--- src/hw/rtl/phs_ram.sv ---
// generic simple dual-port ram, one write and one registered read per cycle
// no dependencies

module phs_ram #(
	parameter int unsigned WIDTH = 8,
	parameter int unsigned DEPTH = 16
) (
	input  logic                                clk,
	input  logic                                we,
	input  logic [(DEPTH > 1 ? $clog2(DEPTH) : 1)-1:0] waddr,
	input  logic [WIDTH-1:0]                    wdata,
	input  logic [(DEPTH > 1 ? $clog2(DEPTH) : 1)-1:0] raddr,
	output logic [WIDTH-1:0]                    rdata
);
	logic [WIDTH-1:0] mem [DEPTH];

	always_ff @(posedge clk) begin
		if (we) begin
			mem[waddr] <= wdata;
		end
		rdata <= mem[raddr];
	end
endmodule

--- config.mk ---
export PLATFORM = sky130hd
export DESIGN_NAME = phs_ram
export DESIGN_NICKNAME = d
export VERILOG_FILES = /design/src/hw/rtl/phs_ram.sv
export SDC_FILE = /design/constraint.sdc
export NUM_CORES = 1
export LEC_CHECK = 0
export ABC_AREA = 1
export BUFFER_PORTS_ARGS = -buffer_cell sky130_fd_sc_hd__buf_2
export CAP_MARGIN = 0
export CORE_MARGIN = 2
export CORE_UTILIZATION = 60
export CTS_BUF_LIST = sky130_fd_sc_hd__clkbuf_8
export DETAILED_ROUTE_END_ITERATION = 10
export GPL_ROUTABILITY_DRIVEN = 0
export PLACE_DENSITY = 0.89
export SLEW_MARGIN = 20
export SYNTH_ARGS = -nofsm -noshare
export SYNTH_HDL_FRONTEND = slang
export SYNTH_SLANG_ARGS = --single-unit
--- constraint.sdc ---
create_clock -name clk -period 1.95 [get_ports clk]
set_clock_uncertainty 0.2 [all_clocks]
set_input_delay 0.4875 -clock clk [delete_from_list [all_inputs] [get_ports clk]]
set_output_delay 0.4875 -clock clk [all_outputs]
set_load 0.02 [all_outputs]
==> summary.md, run 1 <==
| Metric | Value |
|---|---|
| Vias in the first global route | `4,083` |
| Netlist cell types | `12` |
| Worst EP arrival | `1010 ps` |
| Die ar. | `0.0104 mm^2` |
| CTS tree | `built` |
| Tot Pwr | `5.88 mW` |
| Gr usage total | `0.272` |
| First-pass GRT wire length | `20.4 mm` |
| R2r setup slk | `640 ps` |
| #FFs+latches synth | `136` |
| Number of antenna violations at the first check in global routing | `0` |
| Core ar. | `0.00928 mm^2` |
| Synthesized area per cell | `10.5 um^2` |
| Final setup viols | `0` |
| Area Growth Syn to Fin | `12.3%` |
| Reg2reg start | `mem[11][2]$_DFFE_PP_` |
| Final hold vios | `0` |
| Hold Path End | `rdata[0]$_DFF_P_` |
| Total I/O pin count | `26` |
| CP max stage cell | `dfxtp_1` |
| H-tree depth | `4` |
| Rows | `35` |
| P_leak | `2.83 nW` |
| WS Path Type | `flop to primary output` |
| Fin nets | `612` |
| Final Cycle Share | `0.869` |
| Largest family of logic cells by synthesized area | `simple AND/OR/NAND/NOR gates` |
| Die W | `102 um` |
| RSZ-0062 raised after global routing | `no` |
| Setup TNS | `0 ps` |
| Root Driver | `clkbuf_8` |
| Yosys synthesis warning count | `0` |
| Fillcell total | `609` |
| Adder-Cell Fraction of Synth Area | `0` |
| Area share of and/or/nand/nor cells after synthesis | `0.210` |
| Antenna Violating Nets Remaining | `0` |
| Post-CTS Repair Setup Buffers | `0` |
| VDD IR max | `615 uV` |
| MaxCap Viol Count | `0` |
| Via count | `4,077` |
| Hold path start | `raddr[3]` |
| Slowest stage delay, CP | `380 ps` |
| Final HPWL DP | `7.78 mm` |
| Largest net degree at the start of global routing | `65` |
| Fmax | `0.590 GHz` |
| Routed WL per cell | `17.7 um` |
| Starting Density | `0.621` |
| Post_cts resized | `0` |
| Share of layout cells above drive strength 1 | `0.132` |
| Die Height | `102 um` |
| Crit path max fanout | `1` |
| Clock period minus worst slack | `1690 ps` |
| Grt ovf | `0` |
| Max-Slew Margin vs Limit | `0.722` |
| Clock-pin slew on the worst setup and hold paths | `80 ps` |
| Post-Syn Nets | `569` |
| Measured slew at the worst slew-check pin | `416 ps` |
| Fin. max-slew vios | `0` |
| Post-synthesis xor/xnor area fraction | `0` |
| Routed wire length | `13.0 mm` |
| Critical Path Start Type | `flop` |
| CTS Buf Count | `17` |
| Crit-path cells | `buf_2` |
| PD cells | `909 mW/mm^2` |
| Worst endpoint required time | `1260 ps` |
| Detailed Routing Iterations Pass 1 | `5` |
| Min-Delay Path Class | `input port to flop` |
| Cells after Synth | `551` |
| R2R cell count | `6` |
| Register area share after synthesis | `0.694` |
| Post-synthesis mux area share | `0` |
| Top delay family on crit path | `flip-flops` |
| IO buf count | `25` |
| RR Endpoint | `rdata[2]$_DFF_P_` |
| Buf/Inv on CP | `1` |
| Crit path capture type | `primary output` |
| Clk Latency, worst-skew pair | `440 ps` |
| Status | `complete, no violations` |
| Post-Layout Inst Area | `0.00647 mm^2` |
| Drt drc | `0` |
| Longest Clk Path Bufs | `2` |
| Syn Std Cell Area | `0.00577 mm^2` |
| Hold Crit Depth | `3` |
| ANT cells | `0` |
| Initial DRC count | `574` |
| Clock Sinks | `136` |
| Via density | `5.54` |
| CTS Hold Buffers Added | `0` |
| Area after DPL | `0.00610 mm^2` |
| Compound-Gate Fraction of Synth Area | `0` |
-- metrics by stage --
stage,util,instances,setup WS (ps),hold WS [ps]
floorplan,-,551,312,386
global placement,0.657,704,246,438
detailed placement,0.657,704,130,457
CTS,0.697,736,225,195
global route,0.697,736,235,212
finish,0.697,736,256,213
-- Yosys cell counts, drive strengths merged --
| cell type | instances | area share |
|---|---|---|
| nand3b | 2 | 0.0026 |
| nand2 | 173 | 0.11 |
| buf | 24 | 0.029 |
| nor2 | 17 | 0.011 |
| nand3 | 97 | 0.084 |
| edfxtp | 128 | 0.67 |
| inv | 102 | 0.066 |
| dfxtp | 8 | 0.028 |
-- routing by layer --
metal | GRT usage | vias up | part of all wire
li1 | - | 1854 | -
met1 | 0.330 | 1872 | 0.34
met2 | 0.441 | 297 | 0.51
met3 | 0.0752 | 54 | 0.11
met4 | 0.156 | 0 | 0.040
met5 | 0 | - | 0
-- report_power, final --
part           total (mW)  switching (mW)  internal [mW]
Clock                2.18            1.08           1.10
Combinational       0.422           0.297          0.125
Sequential           3.28          0.0203           3.26
-- cells by family after synthesis --
logic type | count (synthesis)
and+or+nand+nor | 289
buffers and inverters | 126
DFF | 136
-- sequential cells by signal (all words and copies together) (netlist names) --
signal	count
rdata	8
mem	128
-- layout by cell type (no fill, tap or decap) --
master	Yosys	final
clkinvlp_4	0	6
edfxtp_1	128	128
clkinv_2	0	2
buf_2	13	25
inv_6	0	1
nand3_1	97	97
bufinv_16	0	1
nand3b_1	2	2
clkbuf_8	0	20
buf_12	0	3
inv_1	100	101
nand2_1	173	173
buf_4	4	20
inv_2	2	2
nor2_1	17	17
clkinv_1	0	1
dfxtp_1	8	8
-- worst max-delay path by stage --
stage	startpoint	endpoint	slack [ps]	cells after the start
after global routing	rdata[3]$_DFF_P_	rdata[3]	240	1
final	rdata[3]$_DFF_P_	rdata[3]	260	1
after CTS	rdata[3]$_DFF_P_	rdata[3]	220	1
after detailed placement	raddr[0]	rdata[2]$_DFF_P_	130	8
after global placement	raddr[0]	rdata[3]$_DFF_P_	250	8
after floorplan	waddr[2]	mem[10][0]$_DFFE_PP_	310	2
-- area by class of cell --
type / instances / area, um^2 / share of cell area
Sequential cell: 136 / 4000 / 0.618
Inverter: 102 / 383 / 0.0591
Clock inverter: 12 / 101 / 0.0157
Clock buffer: 20 / 275 / 0.0425
Tap cell: 129 / 161 / 0.0249
Timing Repair Buffer: 48 / 335 / 0.0518
Multi-Input combinational cell: 289 / 1210 / 0.187
Note: power is estimated with default switching activity, not from simulation.
==> inputs of run 2 (changes only) <==
CORE_ASPECT_RATIO = 0.8   (was default)
==> summary.md, run 2 (synthesized netlist as in run 1, its figures left out) <==
| Metric | Value |
|---|---|
| Status | `complete, no violations` |
| CP max stage cell | `dfxtp_1` |
| Post-CTS Repair Setup Buffers | `0 (unchanged)` |
| First-pass GRT wire length | `20.6 mm (+0.98%)` |
| H-tree depth | `4 (unchanged)` |
| Max-Slew Margin vs Limit | `0.745 (+0.0223)` |
| Setup TNS | `0 ps (unchanged)` |
| Fmax | `0.580 GHz (-1.7%)` |
| Area Growth Syn to Fin | `12.7%` |
| Crit-path cells | `buf_2` |
| Via count | `3,964 (-2.8%)` |
| Final Cycle Share | `0.884 (+0.0150)` |
| Min-Delay Path Class | `input port to flop` |
| Critical Path Start Type | `flop` |
| Fin. max-slew vios | `0 (unchanged)` |
| Grt ovf | `0 (unchanged)` |
| Final HPWL DP | `8.16 mm (+4.8%)` |
| Root Driver | `clkbuf_8` |
| Via density | `5.49 (-0.89%)` |
| Routed WL per cell | `17.9 um (+1.2%)` |
| Rows | `31 (-11%)` |
| Detailed Routing Iterations Pass 1 | `6 (+1)` |
| Share of layout cells above drive strength 1 | `0.127 (-0.00494)` |
| Core ar. | `0.00919 mm^2 (-0.98%)` |
| Final setup viols | `0 (unchanged)` |
| Clock-pin slew on the worst setup and hold paths | `70 ps (about the same)` |
| IO buf count | `25 (unchanged)` |
| Buf/Inv on CP | `1 (unchanged)` |
| Top delay family on crit path | `flip-flops` |
| Antenna Violating Nets Remaining | `0 (unchanged)` |
| Total I/O pin count | `26 (unchanged)` |
| Routed wire length | `12.9 mm (-0.71%)` |
| VDD IR max | `874 uV (+42%)` |
| Most frequent cells in the layout | `173 x nand2_1, 128 x edfxtp_1, 102 x inv_1, 97 x nand3_1, 25 x buf_2` |
| Tot Pwr | `6.08 mW (+3.4%)` |
| Vias in the first global route | `3,985 (-2.4%)` |
| Drt drc | `0 (unchanged)` |
| PD cells | `936 mW/mm^2 (+3.0%)` |
| CTS Hold Buffers Added | `0 (unchanged)` |
| Dpl cells | `690 (-2.0%)` |
| RSZ-0062 raised after global routing | `no` |
| WS Path Type | `flop to primary output` |
| Post_cts resized | `0 (unchanged)` |
| Top Registers | `mem: 128 flops, rdata: 8 flops` |
| Slowest stage delay, CP | `390 ps (about the same)` |
| Die Height | `91.7 um (-10%)` |
| Die W | `114 um (+11%)` |
| R2r setup slk | `750 ps (+110 ps)` |
| Commonest non-fill, non-tap cell in the layout | `nand2_1` |
| P_leak | `2.87 nW (+1.4%)` |
| Measured slew at the worst slew-check pin | `383 ps (-33.0 ps)` |
| Die ar. | `0.0104 mm^2 (about the same)` |
| Number of antenna violations at the first check in global routing | `0 (unchanged)` |
| Longest Clk Path Bufs | `2 (unchanged)` |
| ANT cells | `0 (unchanged)` |
| Crit path capture type | `primary output` |
| Starting Density | `0.627 (+0.00617)` |
| Initial DRC count | `436 (-24%)` |
| Clk Latency, worst-skew pair | `450 ps (about the same)` |
| Clock period minus worst slack | `1720 ps (+29.2 ps)` |
| Crit path max fanout | `1 (unchanged)` |
| Clock Sinks | `136 (unchanged)` |
| Place WS | `230 ps (+101 ps)` |
| CTS Buf Count | `17 (unchanged)` |
| Worst EP arrival | `1040 ps (+30 ps)` |
| Fillcell total | `633 (+3.9%)` |
| MaxCap Viol Count | `0 (unchanged)` |
| Gr usage total | `0.273 (+0.00169)` |
| Max reg flops | `128 (unchanged)` |
| Most flops, register | `mem` |
| Fin nets | `612 (unchanged)` |
| Fin cells | `722 (-1.9%)` |
| Worst endpoint required time | `1260 ps (about the same)` |
| Final hold vios | `0 (unchanged)` |
| Largest net degree at the start of global routing | `65 (unchanged)` |
| CTS tree | `built` |
| Min setup slack post-route | `227 ps (-29.2 ps)` |
==> run 2: area by class of cell <==
cell class	instances	area, um^2	share of cell area
multi-input combinational	289	1210	0.187
tap	115	144	0.0221
clock inverter	12	131	0.0202
sequential	136	4000	0.616
timing repair buffer	48	348	0.0535
inverter	102	383	0.0589
clock buffer	20	275	0.0424
==> run 2: path summary, 6_finish.rpt <==
| check | from | cells after the start | end |
|---|---|---|---|
| worst min register to register | mem[13][5]$_DFFE_PP_ | 6 | rdata[5]$_DFF_P_ |
| worst min-delay path | wdata[7] | 1 | mem[9][7]$_DFFE_PP_ |
| worst max register to register | mem[1][2]$_DFFE_PP_ | 6 | rdata[2]$_DFF_P_ |
| worst max-delay path | rdata[4]$_DFF_P_ | 1 | rdata[4] |
==> run 2: where the power goes <==
part	total [mW]	internal (mW)	switching (mW)
combinational	0.420	0.127	0.293
sequential	3.29	3.26	0.0277
clock	2.37	1.34	1.03
total	6.08	4.73	1.35
==> run 2: worst reg2reg max path: cells and delay by family (launching register included) <==
| family | cells | cell delay, ps |
|---|---|---|
| buffers and inverters | 1 | 90 |
| flip-flops | 1 | 380 |
| AND/OR/NAND/NOR | 5 | 410 |
==> run 2: stage by stage <==
stage | instance area (um^2) | utilization | hold slack, ps
after floorplan | 5770 | - | 386
after global placement | 6090 | 0.663 | 435
after detailed placement | 6090 | 0.663 | 456
after CTS | 6500 | 0.707 | 211
after global routing | 6500 | 0.707 | 222
final | 6500 | 0.707 | 229
==> run 2: per-layer routing <==
metal | vias up | wire length, um | track usage
li1 | 1862 | - | -
met1 | 1874 | 5310 | 0.365
met2 | 200 | 6110 | 0.420
met3 | 28 | 1180 | 0.0826
met4 | 0 | 293 | 0.121
met5 | - | 0 | 0
==> inputs of run 3 (changes only) <==
==> constraint.sdc (replaced) <==
create_clock -name clk -period 1.95 [get_ports clk]
set_clock_uncertainty 0.2 [all_clocks]
set_input_delay 0 -clock clk [delete_from_list [all_inputs] [get_ports clk]]
set_output_delay 0 -clock clk [all_outputs]
set_load 0.02 [all_outputs]
==> summary.md, run 3 (synthesized netlist as in run 1, its figures left out) <==
| Metric | Value |
|---|---|
| Status | `complete, no violations` |
| R2R cell count | `7 (+1)` |
| Area after DPL | `0.00604 mm^2 (-0.86%)` |
| Top Registers | `mem: 128 flops, rdata: 8 flops` |
| Metal2 WL | `6.14 mm (+0.44%)` |
| Detailed Routing Iterations Pass 1 | `5 (-1)` |
| MaxCap Viol Count | `0 (unchanged)` |
| M1 wire length | `5.35 mm (+0.70%)` |
| Fin. max-slew vios | `0 (unchanged)` |
| First-pass GRT wire length | `20.7 mm (+0.47%)` |
| P_leak | `2.92 nW (+2.0%)` |
| Metal3 WL | `1.37 mm (+16%)` |
| Post-Layout Inst Area | `0.00667 mm^2 (+2.7%)` |
| Fin util | `0.726 (+0.0191)` |
| Crit path capture type | `flop` |
| Fin nets | `634 (+3.6%)` |
| Share of layout cells above drive strength 1 | `0.129 (+0.00192)` |
| WS Path Type | `input port to flop` |
| Total I/O pin count | `26 (unchanged)` |
| H-tree depth | `4 (unchanged)` |
| Storage cell area | `0.00400 mm^2 (unchanged)` |
| Worst EP arrival | `1870 ps (+830 ps)` |
| Top Metal Used | `met4` |
| Drt drc | `0 (unchanged)` |
| Most frequent cells in the layout | `173 x nand2_1, 128 x edfxtp_1, 101 x inv_1, 97 x nand3_1, 25 x buf_2` |
| Die ar. | `0.0104 mm^2 (unchanged)` |
| Via density | `5.48 (-0.22%)` |
| VDD IR max | `947 uV (+8.3%)` |
| Most flops, register | `mem` |
| Min-Delay Path Class | `input port to flop` |
| Clock-pin slew on the worst setup and hold paths | `80 ps (about the same)` |
| Largest net degree at the start of global routing | `51 (-22%)` |
| Antenna Violating Nets Remaining | `0 (unchanged)` |
| Measured slew at the worst slew-check pin | `766 ps (+383 ps)` |
| CTS tree | `built` |
| Setup TNS | `0 ps (unchanged)` |
| Max reg flops | `128 (unchanged)` |
| Gr usage total | `0.272 (-0.00126)` |
| Rows | `31 (unchanged)` |
| Die W | `114 um (unchanged)` |
| Commonest non-fill, non-tap cell in the layout | `nand2_1` |
| Number of antenna violations at the first check in global routing | `0 (unchanged)` |
| IO buf count | `25 (unchanged)` |
| Routed WL per cell | `17.8 um (-0.63%)` |
| Vias in the first global route | `4,054 (+1.7%)` |
| Final hold vios | `0 (unchanged)` |
| Final setup viols | `0 (unchanged)` |
| ANT cells | `0 (unchanged)` |
| Core ar. | `0.00919 mm^2 (unchanged)` |
| Critical Path Start Type | `input port` |
| Via count | `4,076 (+2.8%)` |
| Max-Slew Margin vs Limit | `0.489 (-0.255)` |
| Routed wire length | `13.2 mm (+2.4%)` |
| Clock Sinks | `136 (unchanged)` |
| Hold Crit Depth | `6 (+5)` |
| Clock period minus worst slack | `1910 ps (+189 ps)` |
| Area of the multi-input gates | `0.00122 mm^2 (+0.82%)` |
| CTS Buf Count | `17 (unchanged)` |
| Place WS | `515 ps (+285 ps)` |
| Clk Latency, worst-skew pair | `450 ps (about the same)` |
| Final Cycle Share | `0.981 (+0.0967)` |
| Initial DRC count | `474 (+8.7%)` |
| Crit path max fanout | `5 (+4)` |
| Fillcell total | `591 (-6.6%)` |
| Worst endpoint required time | `1910 ps (+650 ps)` |
| Grt ovf | `0 (unchanged)` |
| Starting Density | `0.627 (unchanged)` |
| Root Driver | `clkbuf_8` |
| Area Growth Syn to Fin | `15.7%` |
| Die Height | `91.7 um (unchanged)` |
| Tot Pwr | `5.96 mW (-2.0%)` |
| PD cells | `893 mW/mm^2 (-4.6%)` |
| Longest Clk Path Bufs | `2 (unchanged)` |
| Final HPWL DP | `7.77 mm (-4.8%)` |
| Fmax | `0.523 GHz (-9.9%)` |
| Min setup slack post-route | `38.0 ps (-189 ps)` |
-- run 3: worst paths after layout --
| path | slack [ps] | endpoint | start |
|---|---|---|---|
| setup / recovery | 40 | mem[13][2]$_DFFE_PP_ | waddr[1] |
| hold reg to reg | 470 | rdata[0]$_DFF_P_ | mem[11][0]$_DFFE_PP_ |
| setup reg to reg | 200 | rdata[5]$_DFF_P_ | mem[9][5]$_DFFE_PP_ |
| hold / removal | 30 | rdata[6]$_DFF_P_ | raddr[0] |
-- run 3: area by class of cell --
class                           instances  share of cell area
Sequential cell                       136               0.600
Multi-Input combinational cell        289               0.183
Timing Repair Buffer                   70              0.0806
Inverter                              102              0.0574
Clock buffer                           18              0.0371
Tap cell                              115              0.0216
Clock inverter                         14              0.0201
-- run 3: repair_timing --
action,CTS,global route
endpoints found under the hold margin,170,0
setup buffers,0,0
hold buffers,24,0
endpoints found under the setup margin,0,7
resized for setup,0,4
-- run 3: metal layers --
layer	vias up	GRT usage
met5	-	0
met2	224	0.424
met4	0	0.112
li1	1902	-
met3	33	0.0813
met1	1917	0.362
-- run 3: report_power, final --
group	switching (mW)	internal [mW]	leakage, nW
combinational	0.302	0.148	1.50
clock	1.07	1.15	0.195
sequential	0.0266	3.26	1.22
-- run 3: per-stage QoR --
stage               instances  hold slack, ps
finish                    744            32.3
global route              744            54.8
CTS                       744            4.57
detailed placement        688             165
global placement          688             164
floorplan                 551            -101
-- run 3: critical path, stage by stage --
cell and delay, ps:
dlygate4sd3_1 530, buf_2 130, inv_1 70, nand2_1 110, dlygate4sd3_1 650, nor2_4 180, buf_4 190
